$ cat src/rtl/deadline_timer_queue_assert.svh
// ----------------------------------------------------------------------------
// Deadline timer queue assertion macros
// Shared forms for the concurrent checks of the timer queue controller.
// ----------------------------------------------------------------------------
`ifndef DEADLINE_TIMER_QUEUE_ASSERT_SVH
`define DEADLINE_TIMER_QUEUE_ASSERT_SVH

// The consequent must hold in the same cycle as the antecedent.
`define DTQ_ASSERT_NOW(label, clk, rst, ante, cons, msg) \
   label: assert property (@(posedge clk) disable iff (rst) (ante) |-> (cons)) \
      else $error(msg);

// The consequent must hold in the cycle after the antecedent.
`define DTQ_ASSERT_NEXT(label, clk, rst, ante, cons, msg) \
   label: assert property (@(posedge clk) disable iff (rst) (ante) |=> (cons)) \
      else $error(msg);

`endif

$ cat src/rtl/dtq_pkg.sv
// ----------------------------------------------------------------------------
// Deadline timer queue package
// Sizes, codes and the command and status bundles shared by the modules.
// ----------------------------------------------------------------------------
package dtq_pkg;

   // Table size and stored tag width.
   localparam int QUEUE_DEPTH = 16;
   localparam int TAG_BITS    = 8;

   // Derived and fixed widths.
   localparam int SLOT_BITS     = $clog2(QUEUE_DEPTH);
   localparam int RESULT_LIMIT  = 16;
   localparam int CNT_BITS      = $clog2(RESULT_LIMIT);
   localparam int TIME_BITS     = 64;
   localparam int DELAY_BITS    = 32;
   localparam int TAG_PORT_BITS = 8;
   localparam int TAG_WIDE_BITS = 16;
   localparam int STATUS_BITS   = 3;

   // Request command codes.
   localparam logic CMD_ADD  = 1'b0;
   localparam logic CMD_TICK = 1'b1;

   // Result status codes.
   typedef enum logic [STATUS_BITS-1:0] {
      ST_ADDED     = 3'd0,
      ST_NO_ACTION = 3'd1,
      ST_FULL      = 3'd2,
      ST_EXPIRED   = 3'd3,
      ST_NOTHING   = 3'd4
   } status_type;

   // What the result register is loaded with.
   typedef enum logic [1:0] {
      OUT_ADD,
      OUT_PEND_MORE,
      OUT_PEND_LAST,
      OUT_NOTHING
   } out_sel_type;

   // Commands from the controller to the datapath.
   typedef struct packed {
      logic        capture;
      logic        scan_step;
      logic        commit;
      logic        out_load;
      out_sel_type out_sel;
   } dtq_cmd_type;

   // Status from the datapath to the controller.
   typedef struct packed {
      logic found;
      logic scan_last;
      logic at_limit;
      logic pend_valid;
   } dtq_stat_type;

endpackage

$ cat src/rtl/dtq_dpath.sv
// ----------------------------------------------------------------------------
// Deadline timer queue datapath
// Time counter, slot table, earliest-due scan and the result register.
// ----------------------------------------------------------------------------
module dtq_dpath (
   input  logic                                 clock,
   input  logic                                 reset,
   input  dtq_pkg::dtq_cmd_type                 cmd,
   output dtq_pkg::dtq_stat_type                stat,
   input  logic                                 req_cmd,
   input  logic [dtq_pkg::DELAY_BITS-1:0]       req_delay_ms,
   input  logic [dtq_pkg::TAG_PORT_BITS-1:0]    req_action_tag,
   input  logic                                 req_has_action,
   output logic [dtq_pkg::STATUS_BITS-1:0]      rsp_status,
   output logic [dtq_pkg::TAG_PORT_BITS-1:0]    rsp_fired_tag,
   output logic [dtq_pkg::TIME_BITS-1:0]        rsp_fired_deadline,
   output logic                                 rsp_last
);
   import dtq_pkg::*;

   // Time counter and captured request.
   logic [TIME_BITS-1:0]     now_ff;
   logic [TIME_BITS-1:0]     now_in;
   logic [DELAY_BITS-1:0]    delay_ff;
   logic [TAG_BITS-1:0]      tag_ff;
   logic                     has_ff;

   // Slot table.
   logic [TIME_BITS-1:0]     slot_dl_ff  [QUEUE_DEPTH];
   logic [TAG_BITS-1:0]      slot_tag_ff [QUEUE_DEPTH];
   logic [QUEUE_DEPTH-1:0]   slot_valid_ff;

   // Scan state and the held expired entry.
   logic [SLOT_BITS-1:0]     scan_idx_ff;
   logic                     found_ff;
   logic [TIME_BITS-1:0]     best_dl_ff;
   logic [SLOT_BITS-1:0]     best_idx_ff;
   logic [TIME_BITS-1:0]     pend_dl_ff;
   logic [TAG_BITS-1:0]      pend_tag_ff;
   logic                     pend_valid_ff;
   logic [CNT_BITS-1:0]      cnt_ff;

   // Result register.
   status_type               out_status_ff;
   logic [TAG_BITS-1:0]      out_tag_ff;
   logic [TIME_BITS-1:0]     out_dl_ff;
   logic                     out_last_ff;

   // Combinational helpers.
   logic [TAG_WIDE_BITS-1:0] req_tag_wide;
   logic [TAG_WIDE_BITS-1:0] out_tag_wide;
   logic [SLOT_BITS-1:0]     free_idx;
   logic                     full;
   logic [TIME_BITS-1:0]     cur_dl;
   logic                     cur_due;
   logic                     cur_better;
   logic                     scan_last;
   status_type               add_status;
   logic                     add_write;

   // Tags keep their low bits on the way in and are zero-extended on the way out.
   assign req_tag_wide  = TAG_WIDE_BITS'(req_action_tag);
   assign out_tag_wide  = TAG_WIDE_BITS'(out_tag_ff);

   // A tick advances time as it is accepted.
   assign now_in = now_ff + TIME_BITS'(1);

   // Lowest free slot.
   always_comb begin
      free_idx = '0;
      full     = 1'b1;
      for (int i = QUEUE_DEPTH - 1; i >= 0; i--) begin
         if (!slot_valid_ff[i]) begin
            free_idx = SLOT_BITS'(i);
            full     = 1'b0;
         end
      end
   end

   // Outcome of an add; a missing action is checked before fullness.
   always_comb begin
      if (!has_ff) begin
         add_status = ST_NO_ACTION;
      end else if (full) begin
         add_status = ST_FULL;
      end else begin
         add_status = ST_ADDED;
      end
   end

   assign add_write = cmd.out_load && (cmd.out_sel == OUT_ADD) && has_ff && !full;

   // One slot is examined per scan cycle; strict compare keeps the lowest slot on ties.
   assign cur_dl     = slot_dl_ff[scan_idx_ff];
   assign cur_due    = slot_valid_ff[scan_idx_ff] && (cur_dl < now_ff);
   assign cur_better = !found_ff || (cur_dl < best_dl_ff);
   assign scan_last  = (scan_idx_ff == SLOT_BITS'(QUEUE_DEPTH - 1));

   // Status toward the controller.
   assign stat.found      = found_ff;
   assign stat.scan_last  = scan_last;
   assign stat.at_limit   = (cnt_ff == CNT_BITS'(RESULT_LIMIT - 1));
   assign stat.pend_valid = pend_valid_ff;

   // Valid bits: set by an add, cleared when an entry fires.
   always_ff @(posedge clock) begin
      if (reset) begin
         slot_valid_ff <= '0;
      end else begin
         if (add_write) begin
            slot_valid_ff[free_idx] <= 1'b1;
         end
         if (cmd.commit) begin
            slot_valid_ff[best_idx_ff] <= 1'b0;
         end
      end
   end

   // Slot payload is written only by an accepted add.
   always_ff @(posedge clock) begin
      if (add_write) begin
         slot_dl_ff[free_idx]  <= now_ff + TIME_BITS'(delay_ff);
         slot_tag_ff[free_idx] <= tag_ff;
      end
   end

   // Time counter and scan control state.
   always_ff @(posedge clock) begin
      if (reset) begin
         now_ff        <= '0;
         scan_idx_ff   <= '0;
         found_ff      <= 1'b0;
         pend_valid_ff <= 1'b0;
         cnt_ff        <= '0;
      end else if (cmd.capture) begin
         if (req_cmd == CMD_TICK) begin
            now_ff <= now_in;
         end
         scan_idx_ff   <= '0;
         found_ff      <= 1'b0;
         pend_valid_ff <= 1'b0;
         cnt_ff        <= '0;
      end else if (cmd.commit) begin
         scan_idx_ff   <= '0;
         found_ff      <= 1'b0;
         pend_valid_ff <= 1'b1;
         cnt_ff        <= cnt_ff + CNT_BITS'(1);
      end else if (cmd.scan_step) begin
         if (!scan_last) begin
            scan_idx_ff <= scan_idx_ff + SLOT_BITS'(1);
         end
         if (cur_due && cur_better) begin
            found_ff <= 1'b1;
         end
      end
   end

   // Captured request fields, best candidate and held entry.
   always_ff @(posedge clock) begin
      if (cmd.capture) begin
         delay_ff <= req_delay_ms;
         tag_ff   <= req_tag_wide[TAG_BITS-1:0];
         has_ff   <= req_has_action;
      end
      if (cmd.scan_step && cur_due && cur_better) begin
         best_dl_ff  <= cur_dl;
         best_idx_ff <= scan_idx_ff;
      end
      if (cmd.commit) begin
         pend_dl_ff  <= best_dl_ff;
         pend_tag_ff <= slot_tag_ff[best_idx_ff];
      end
   end

   // Result register; the held entry is read before a commit replaces it.
   always_ff @(posedge clock) begin
      if (cmd.out_load) begin
         case (cmd.out_sel)
            OUT_ADD: begin
               out_status_ff <= add_status;
               out_tag_ff    <= '0;
               out_dl_ff     <= '0;
               out_last_ff   <= 1'b1;
            end
            OUT_PEND_MORE: begin
               out_status_ff <= ST_EXPIRED;
               out_tag_ff    <= pend_tag_ff;
               out_dl_ff     <= pend_dl_ff;
               out_last_ff   <= 1'b0;
            end
            OUT_PEND_LAST: begin
               out_status_ff <= ST_EXPIRED;
               out_tag_ff    <= pend_tag_ff;
               out_dl_ff     <= pend_dl_ff;
               out_last_ff   <= 1'b1;
            end
            default: begin
               out_status_ff <= ST_NOTHING;
               out_tag_ff    <= '0;
               out_dl_ff     <= '0;
               out_last_ff   <= 1'b1;
            end
         endcase
      end
   end

   assign rsp_status         = out_status_ff;
   assign rsp_fired_tag      = out_tag_wide[TAG_PORT_BITS-1:0];
   assign rsp_fired_deadline = out_dl_ff;
   assign rsp_last           = out_last_ff;

endmodule

$ cat src/rtl/dtq_ctrl.sv
// ----------------------------------------------------------------------------
// Deadline timer queue controller
// Sequences adds, repeated earliest-due scans and the result handshake.
// ----------------------------------------------------------------------------
`include "deadline_timer_queue_assert.svh"

module dtq_ctrl (
   input  logic                  clock,
   input  logic                  reset,
   input  logic                  req_valid,
   input  logic                  req_cmd,
   output logic                  req_stall,
   output logic                  rsp_valid,
   input  logic                  rsp_stall,
   output dtq_pkg::dtq_cmd_type  cmd,
   input  dtq_pkg::dtq_stat_type stat
);
   import dtq_pkg::*;

   typedef enum logic [2:0] {
      S_IDLE,
      S_ADD,
      S_SCAN,
      S_EMIT,
      S_FLUSH
   } state_type;

   state_type state_ff;
   state_type state_in;
   logic      rsp_valid_ff;
   logic      rsp_valid_in;
   logic      out_free;

   // The result register can take a new value when empty or being drained.
   assign out_free  = !rsp_valid_ff || !rsp_stall;
   assign req_stall = (state_ff != S_IDLE);
   assign rsp_valid = rsp_valid_ff;

   // Next state and datapath commands.
   always_comb begin
      state_in      = state_ff;
      cmd.capture   = 1'b0;
      cmd.scan_step = 1'b0;
      cmd.commit    = 1'b0;
      cmd.out_load  = 1'b0;
      cmd.out_sel   = OUT_NOTHING;
      case (state_ff)
         S_IDLE: begin
            if (req_valid) begin
               cmd.capture = 1'b1;
               state_in    = (req_cmd == CMD_TICK) ? S_SCAN : S_ADD;
            end
         end
         S_ADD: begin
            if (out_free) begin
               cmd.out_load = 1'b1;
               cmd.out_sel  = OUT_ADD;
               state_in     = S_IDLE;
            end
         end
         S_SCAN: begin
            cmd.scan_step = 1'b1;
            if (stat.scan_last) begin
               state_in = S_EMIT;
            end
         end
         S_EMIT: begin
            // A found entry is held until the next scan tells whether it is the last.
            if (out_free) begin
               if (stat.found) begin
                  cmd.commit   = 1'b1;
                  cmd.out_load = stat.pend_valid;
                  cmd.out_sel  = OUT_PEND_MORE;
                  state_in     = stat.at_limit ? S_FLUSH : S_SCAN;
               end else begin
                  cmd.out_load = 1'b1;
                  cmd.out_sel  = stat.pend_valid ? OUT_PEND_LAST : OUT_NOTHING;
                  state_in     = S_IDLE;
               end
            end
         end
         S_FLUSH: begin
            if (out_free) begin
               cmd.out_load = 1'b1;
               cmd.out_sel  = OUT_PEND_LAST;
               state_in     = S_IDLE;
            end
         end
         default: begin
            state_in = S_IDLE;
         end
      endcase
   end

   assign rsp_valid_in = cmd.out_load || (rsp_valid_ff && rsp_stall);

   // State and the result valid flag.
   always_ff @(posedge clock) begin
      if (reset) begin
         state_ff     <= S_IDLE;
         rsp_valid_ff <= 1'b0;
      end else begin
         state_ff     <= state_in;
         rsp_valid_ff <= rsp_valid_in;
      end
   end

   // A waiting result is never replaced before it is taken.
   `DTQ_ASSERT_NOW(a_no_overwrite, clock, reset, cmd.out_load, out_free, "result overwritten while stalled")
   // An entry is only retired when the scan found one.
   `DTQ_ASSERT_NOW(a_commit_found, clock, reset, cmd.commit, stat.found, "commit without a due entry")
   // An accepted request always starts an add or a scan.
   `DTQ_ASSERT_NEXT(a_accept_starts, clock, reset, req_valid && !req_stall, state_ff == S_ADD || state_ff == S_SCAN, "accepted request did not start work")

endmodule

$ cat src/rtl/deadline_timer_queue.sv
// ----------------------------------------------------------------------------
// Deadline timer queue
// One-shot timer table with a millisecond counter and earliest-first expiry.
// ----------------------------------------------------------------------------
// An add request is accepted and its single result is then loaded into the
// output register once that register is free. A tick request scans the slot
// table once per expired entry, and once more that finds none unless 16 have
// fired, one slot per cycle through a due compare and a best-so-far compare.
// A tick fires at most 16 entries. One request is worked on at a time, and
// output stalls hold it up. Each result holds the earliest due deadline
// first, ties going to the lowest slot, and the final result of a request
// carries rsp_last.
module deadline_timer_queue (
   input  logic                              clock,
   input  logic                              reset,
   input  logic                              req_valid,
   output logic                              req_stall,
   input  logic                              req_cmd,
   input  logic [dtq_pkg::DELAY_BITS-1:0]    req_delay_ms,
   input  logic [dtq_pkg::TAG_PORT_BITS-1:0] req_action_tag,
   input  logic                              req_has_action,
   output logic                              rsp_valid,
   input  logic                              rsp_stall,
   output logic [dtq_pkg::STATUS_BITS-1:0]   rsp_status,
   output logic [dtq_pkg::TAG_PORT_BITS-1:0] rsp_fired_tag,
   output logic [dtq_pkg::TIME_BITS-1:0]     rsp_fired_deadline,
   output logic                              rsp_last
);
   import dtq_pkg::*;

   dtq_cmd_type  cmd;
   dtq_stat_type stat;

   // Sequencer.
   dtq_ctrl u_ctrl (
      .clock     (clock),
      .reset     (reset),
      .req_valid (req_valid),
      .req_cmd   (req_cmd),
      .req_stall (req_stall),
      .rsp_valid (rsp_valid),
      .rsp_stall (rsp_stall),
      .cmd       (cmd),
      .stat      (stat)
   );

   // Table, time counter and result register.
   dtq_dpath u_dpath (
      .clock              (clock),
      .reset              (reset),
      .cmd                (cmd),
      .stat               (stat),
      .req_cmd            (req_cmd),
      .req_delay_ms       (req_delay_ms),
      .req_action_tag     (req_action_tag),
      .req_has_action     (req_has_action),
      .rsp_status         (rsp_status),
      .rsp_fired_tag      (rsp_fired_tag),
      .rsp_fired_deadline (rsp_fired_deadline),
      .rsp_last           (rsp_last)
   );

endmodule

$ cat config.mk
export PLATFORM = sky130hd
export DESIGN_NAME = deadline_timer_queue
export DESIGN_NICKNAME = d
export VERILOG_FILES = /design/src/rtl/dtq_pkg.sv /design/src/rtl/dtq_dpath.sv /design/src/rtl/dtq_ctrl.sv /design/src/rtl/deadline_timer_queue.sv
export VERILOG_INCLUDE_DIRS = /design/src /design/src/rtl
export SDC_FILE = /design/constraint.sdc
export NUM_CORES = 2
export LEC_CHECK = 0
export BUFFER_PORTS_ARGS = -buffer_cell sky130_fd_sc_hd__buf_2
export CORE_MARGIN = 2
export CORE_UTILIZATION = 35
export CTS_CLUSTER_SIZE = 25
export DETAILED_ROUTE_END_ITERATION = 16
export REMOVE_ABC_BUFFERS = 1
export SLEW_MARGIN = 20
export SYNTH_ARGS = -nofsm -noshare
export SYNTH_HDL_FRONTEND = slang
export SYNTH_HIERARCHICAL = 1
export SYNTH_SLANG_ARGS = --single-unit
$ cat constraint.sdc
create_clock -name clock -period 29.8 [get_ports clock]
set_clock_uncertainty 0.05 [all_clocks]
set_input_delay 5.96 -clock clock [delete_from_list [all_inputs] [get_ports clock]]
set_output_delay 5.96 -clock clock [all_outputs]
set_load 0.005 [all_outputs]
**After elaboration in Yosys (flattened, before gate mapping)**

Memory sizes are Yosys's and may differ from the RTL's. A register that Yosys moved wholly into a read port is not among the register bits.
Cells that the tools add are included.

- Register bits after elaboration: 343
- Latch bits: 0
- RAM bits: 1152
- ROM bits: 0
- Output and inout port bits: 78
- Word-level logic and storage cells: 143
- Memories kept: 2

Memory list:

| name | depth | bits a word | read ports | clocked after Yosys merged registers in | write ports | RTL line | source |
|---|---|---|---|---|---|---|---|
| u_dpath.slot_dl_ff | 16 | 64 | 1 | 1 | 1 | dtq_dpath.sv:29 | `logic [TIME_BITS-1:0] slot_dl_ff [QUEUE_DEPTH];` |
| u_dpath.slot_tag_ff | 16 | 8 | 1 | 1 | 1 | dtq_dpath.sv:30 | `logic [TAG_BITS-1:0] slot_tag_ff [QUEUE_DEPTH];` |

- Add/subtract/negate cells: 4
- Multiply operators: 0
- Divide/modulo/power cells: 0
- Order comparisons: 7
- Eq/ne operators: 12
- Shift-type cells: 0
- Mux-type cells: 68
- Bitwise operators: 4
- Reductions and logical operators: 28

Operators with widths:

| operator | number |
|---|---|
| $lt 64x64->1 | 2 |
| $mux 4 | 19 |
| $add 64x1->64 const B | 1 |
| $add 64x32->64 | 1 |
| $mux 16 | 3 |
| $mux 3 | 10 |
| $mux 1 | 28 |
| $and 16x16->16 | 1 |
| $not 16->16 | 1 |
| $or 16x16->16 | 1 |
| $lt 4x5->1 const B | 3 |
| $pmux 3 s4 | 1 |
| $logic_and 1x1->1 | 10 |
| $pmux 3 s3 | 1 |
| $add 4x1->4 const B | 2 |
| $demux 1 s4 | 2 |
| $eq 4x4->1 const B | 2 |
| $ge 4x1->1 const B | 2 |
| $eq 3x2->1 const B | 2 |
| $ne 2x1->1 const B | 3 |
| $pmux 3 s2 | 1 |
| $reduce_and 2->1 | 3 |
| $reduce_or 2->1 | 3 |
| $bmux 1 s4 | 1 |
| other kinds (14) | 20 |

**Longest topological paths before layout**

- Depth in word-level cells: 25
- Depth in mapped cells: 15
- Depth with buffers taken out: 12

**Cells and area by module**

Netlist, hierarchy kept.

By module, submodules not included:

| module | instances | cells each | area an instance (um^2) | sequential area each (um^2) |
|---|---|---|---|---|
| dtq_dpath | 1 | 3230 | 61059.8 | 44192.4 |
| dtq_ctrl | 1 | 47 | 366.6 | 80.1 |

**Least setup slack after synthesis**

No wires, ideal clock.

- Path type: input -> register
- Start: input port rsp_stall
- End: memory u_dpath.slot_dl_ff[3][0] (enable)
- Data arrival time: 15047 ps
- Slack: 14110 ps
- Stages on the path: 6
- Buffers on the path: 1
- Cell sequence: and2_0 -> buf_2 -> nor2_1 -> and3_1 -> nand3_1 -> nor3_1

RTL lines:

| item | RTL line | source |
|---|---|---|
| from (decl) | deadline_timer_queue.sv:23 | `input logic rsp_stall,` |
| to (decl) | dtq_dpath.sv:29 |  |

==> flow_metrics.env <==
export IMPL_critical_path_arrival_ps=9760
export IMPL_cts_hold_repair_buffers=0
export IMPL_maxSlewHeadroom=0.2520
export IMPL_fin_hold_ws_ps=392.3
export IMPL_post_dp_cell_area_mm2=0.06530
export IMPL_outcome="completed"
export IMPL_layout_drive_gt1_share=0.2398
export IMPL_cts_root_buffer_cell="sky130_fd_sc_hd__clkbuf_16"
export IMPL_tightest_slew_ps=1113
export IMPL_grt_util_met3=0.02723
export IMPL_path_clk_slew_ps=60
export IMPL_nNetsFinal=3725
export IMPL_hpwl_um=94150
export IMPL_detail_route_first_pass_iterations=5
export IMPL_layout_worst_path_cycle_share=0.3153
export IMPL_pleak_nw=22.91
export IMPL_internal_power_mw=3.519
export IMPL_final_fill_count=15591
export IMPL_net_switching_power_mw=0.9476
export IMPL_ffs_latches_synth=1507
export IMPL_holdCritPathClass="flip-flop to flip-flop"
export IMPL_vias_in_the_first_global_route=31719
export IMPL_use_met1=0.2150
export IMPL_die_h_um=422.9
export IMPL_ys_warnings_count=6
export IMPL_totalNegativeSetupSlack_ps=0
export IMPL_num_vias=31165
export IMPL_synthTopCellsByCount="sky130_fd_sc_hd__edfxtp_1, sky130_fd_sc_hd__mux4_2, sky130_fd_sc_hd__ha_1"
export IMPL_hold_violations=0
export IMPL_final_core_util=0.4054
export IMPL_cts_sinks=1507
export IMPL_setup_viol_count_final=0
export IMPL_drv_slew=0
export IMPL_max_freq_ghz=0.1064
export IMPL_core_mm2=0.1742
export IMPL_switching_share=0.2121
export IMPL_drt_first_iter_violations=2727
export IMPL_h_tree_depth=4
export IMPL_critPathCaptureType="flip-flop"
export IMPL_cts_resized=0
export IMPL_gr_max_usage_layer="met2"
export IMPL_postSynth_asyncResetShare=0
export IMPL_rr_worst_depth=14
export IMPL_power_mw=4.467
export IMPL_io_pins=124
export IMPL_cellPowerDensity_mw_per_mm2=63.24
export IMPL_tritoncts="built"
export IMPL_synth_most_common_cell="sky130_fd_sc_hd__edfxtp_1"
export IMPL_place_port_buffers=123
export IMPL_global_route_usage_met2=0.2827
export IMPL_postCtsSetupBuffers=0
export IMPL_routabilityCongestion=0.8340
export IMPL_netlist_area_mm2=0.06143
export IMPL_num_rows=153
export IMPL_syn_area_per_cell_um2=18.74
export IMPL_floorplan_die_area_mm2=0.1789
export IMPL_final_antenna_net_count=0
export IMPL_synth_edff_count=1409
export IMPL_ys_top_cells_by_area="sky130_fd_sc_hd__edfxtp_1, sky130_fd_sc_hd__mux4_2, sky130_fd_sc_hd__ha_1"
export IMPL_grt_first_pass_wirelength_um=216300
export IMPL_synthesis_instances=3277
export IMPL_maxCapViolCount=0
export IMPL_synth_top_area_share=0.6888
export IMPL_timing_final_ws_setup_ps=20400
export IMPL_grt_start_max_net_pins=120
export IMPL_flow_area_growth_from_synthesis_pct=14.98
export IMPL_critPathRequiredTime_ps=30170
export IMPL_cts_buffer_count=159
export IMPL_register_to_register_setup_slack_ps=21790
export IMPL_routed_wire_length_per_instance_um=24.80
export IMPL_ir_drop_mv=0.05490
export IMPL_period_minus_slack_ps=9396
export IMPL_synth_largest_area_cell="sky130_fd_sc_hd__edfxtp_1"
export IMPL_grt_antenna_before_repair=6
export IMPL_postLayoutCellArea_mm2=0.07063
export IMPL_ctsLongestPathBuffers=3
export IMPL_dpl_cell_count=5677
export IMPL_critical_path_peak_fanout=36
export IMPL_timing_hold_worst_path_depth=0
export IMPL_startpoint_type="primary input"
export IMPL_remaining_drc_errors=0
export IMPL_postSynth_topFlopCell="sky130_fd_sc_hd__edfxtp_1"
export IMPL_floorplan_initialDensity=0.3526
export IMPL_pwr_share_clk=0.436
export IMPL_regToRegEndpoint="u_dpath/best_dl_ff[7]"
export IMPL_wl_final_um=148000
export IMPL_layoutNonFillerInstCount=5970
export IMPL_overflow=0
export IMPL_holdCritStartpoint="u_dpath/best_dl_ff[0]"
export IMPL_number_of_vias_per_cell_after_detailed_routing=5.220
export IMPL_rsz0062_at_grt="no"
export IMPL_combinationalPowerShare=0.042
export IMPL_sequential_share_of_power=0.522
export IMPL_synth_yosys_seq_area_share=0.7207
export IMPL_clk_insertion_delay_late_ps=800
export IMPL_die_width_um=422.9
export IMPL_synthDistinctLibCells=76
export IMPL_grt_util_all_layers=0.1644
export IMPL_crit_type="primary input to flip-flop"
export IMPL_place_worst_setup_slack_ps=19540
export IMPL_min_delay_worst_endpoint="u_dpath/pend_dl_ff[0]"
-- placed cells by master, fill, tap and decap left out, drive strengths merged, types with 77 or more instances in the layout --
cell / count
and2: 78
mux4: 363
clkbuf: 199
inv: 158
edfxtp: 1409
nor2: 160
ha: 164
buf: 203
dfxtp: 98
nand2: 93
a21oi: 77
xnor2: 110
-- state kept, by name (all words and copies together), names as in the netlist, 3 cells and up, named ones only --
name / count
u_dpath/best_dl_ff: 64
u_dpath/slot_tag_ff: 128
u_dpath/scan_idx_ff: 4
u_dpath/now_ff: 64
u_dpath/rsp_fired_tag: 8
u_dpath/best_idx_ff: 4
u_dpath/slot_dl_ff: 1024
u_dpath/cnt_ff: 4
u_dpath/rsp_fired_deadline: 64
u_dpath/slot_valid_ff: 16
u_dpath/pend_dl_ff: 64
u_dpath/rsp_status: 3
u_ctrl/state_ff: 3
u_dpath/pend_tag_ff: 8
u_dpath/tag_ff: 8
u_dpath/delay_ff: 32
-- power groups by stage --
stage | combinational (mW) | sequential (mW) | clock, mW
global placement | 0.190 | 2.38 | 0
finish | 0.189 | 2.33 | 1.95
CTS | 0.193 | 2.33 | 1.99
floorplan | 0.140 | 2.39 | 0
detailed placement | 0.192 | 2.38 | 0
global route | 0.206 | 2.33 | 2.08
-- worst max-delay path, cell delays in order --
cell and delay [ps]:
sky130_fd_sc_hd__buf_2 110, sky130_fd_sc_hd__nand2_1 150, sky130_fd_sc_hd__o21ai_0 190, sky130_fd_sc_hd__inv_1 100
sky130_fd_sc_hd__ha_2 210, sky130_fd_sc_hd__and3_1 180, sky130_fd_sc_hd__nand3_1 240, sky130_fd_sc_hd__nor3_1 290
sky130_fd_sc_hd__nand3b_1 360, sky130_fd_sc_hd__nor2_4 770, sky130_fd_sc_hd__buf_4 460, sky130_fd_sc_hd__buf_4 660
-- cells by family after synthesis --
logic type	after synthesis	synth area share
AO/OA/AOI/OAI	275	0.02919
adder cells (fa/ha/maj)	165	0.03373
multiplexers	368	0.1339
buffers and inverters	277	0.01776
flip-flops	1507	0.7207
AND/OR/NAND/NOR	563	0.04724
XOR/XNOR	122	0.01740
-- how the worst max path moves through the flow --
stage               from                    endpoint  slack (ps)
5_1_grt        rsp_stall  u_dpath/slot_dl_ff[13][43]       20150
2_1_floorplan  rsp_stall    u_dpath/slot_dl_ff[3][0]       14140
3_5_place_dp   req_valid          u_dpath/now_ff[49]       19540
4_1_cts        req_valid          u_dpath/now_ff[49]       20420
6_report       rsp_stall  u_dpath/slot_dl_ff[13][45]       20400
3_3_place_gp   req_valid          u_dpath/now_ff[53]       19650
-- per-layer routing --
layer / part of all wire / wire [um]
met1: 0.42 / 61730
met2: 0.51 / 75470
met3: 0.049 / 7250
met4: 0.024 / 3583
met5: 0.00014 / 21
-- final cells by class --
class / instances / area [um2] / area share
sequential: 1507 / 44290 / 0.6271
timing repair buffer: 203 / 1259 / 0.01782
antenna: 4 / 10.01 / 0.0001417
inverter: 150 / 563.0 / 0.007972
clock buffer: 199 / 4190 / 0.05933
tap: 2325 / 2909 / 0.04119
multi-input combinational: 1493 / 16460 / 0.2330
clock inverter: 89 / 952.2 / 0.01348
No activity file was read; power rests on OpenSTA's default activity.
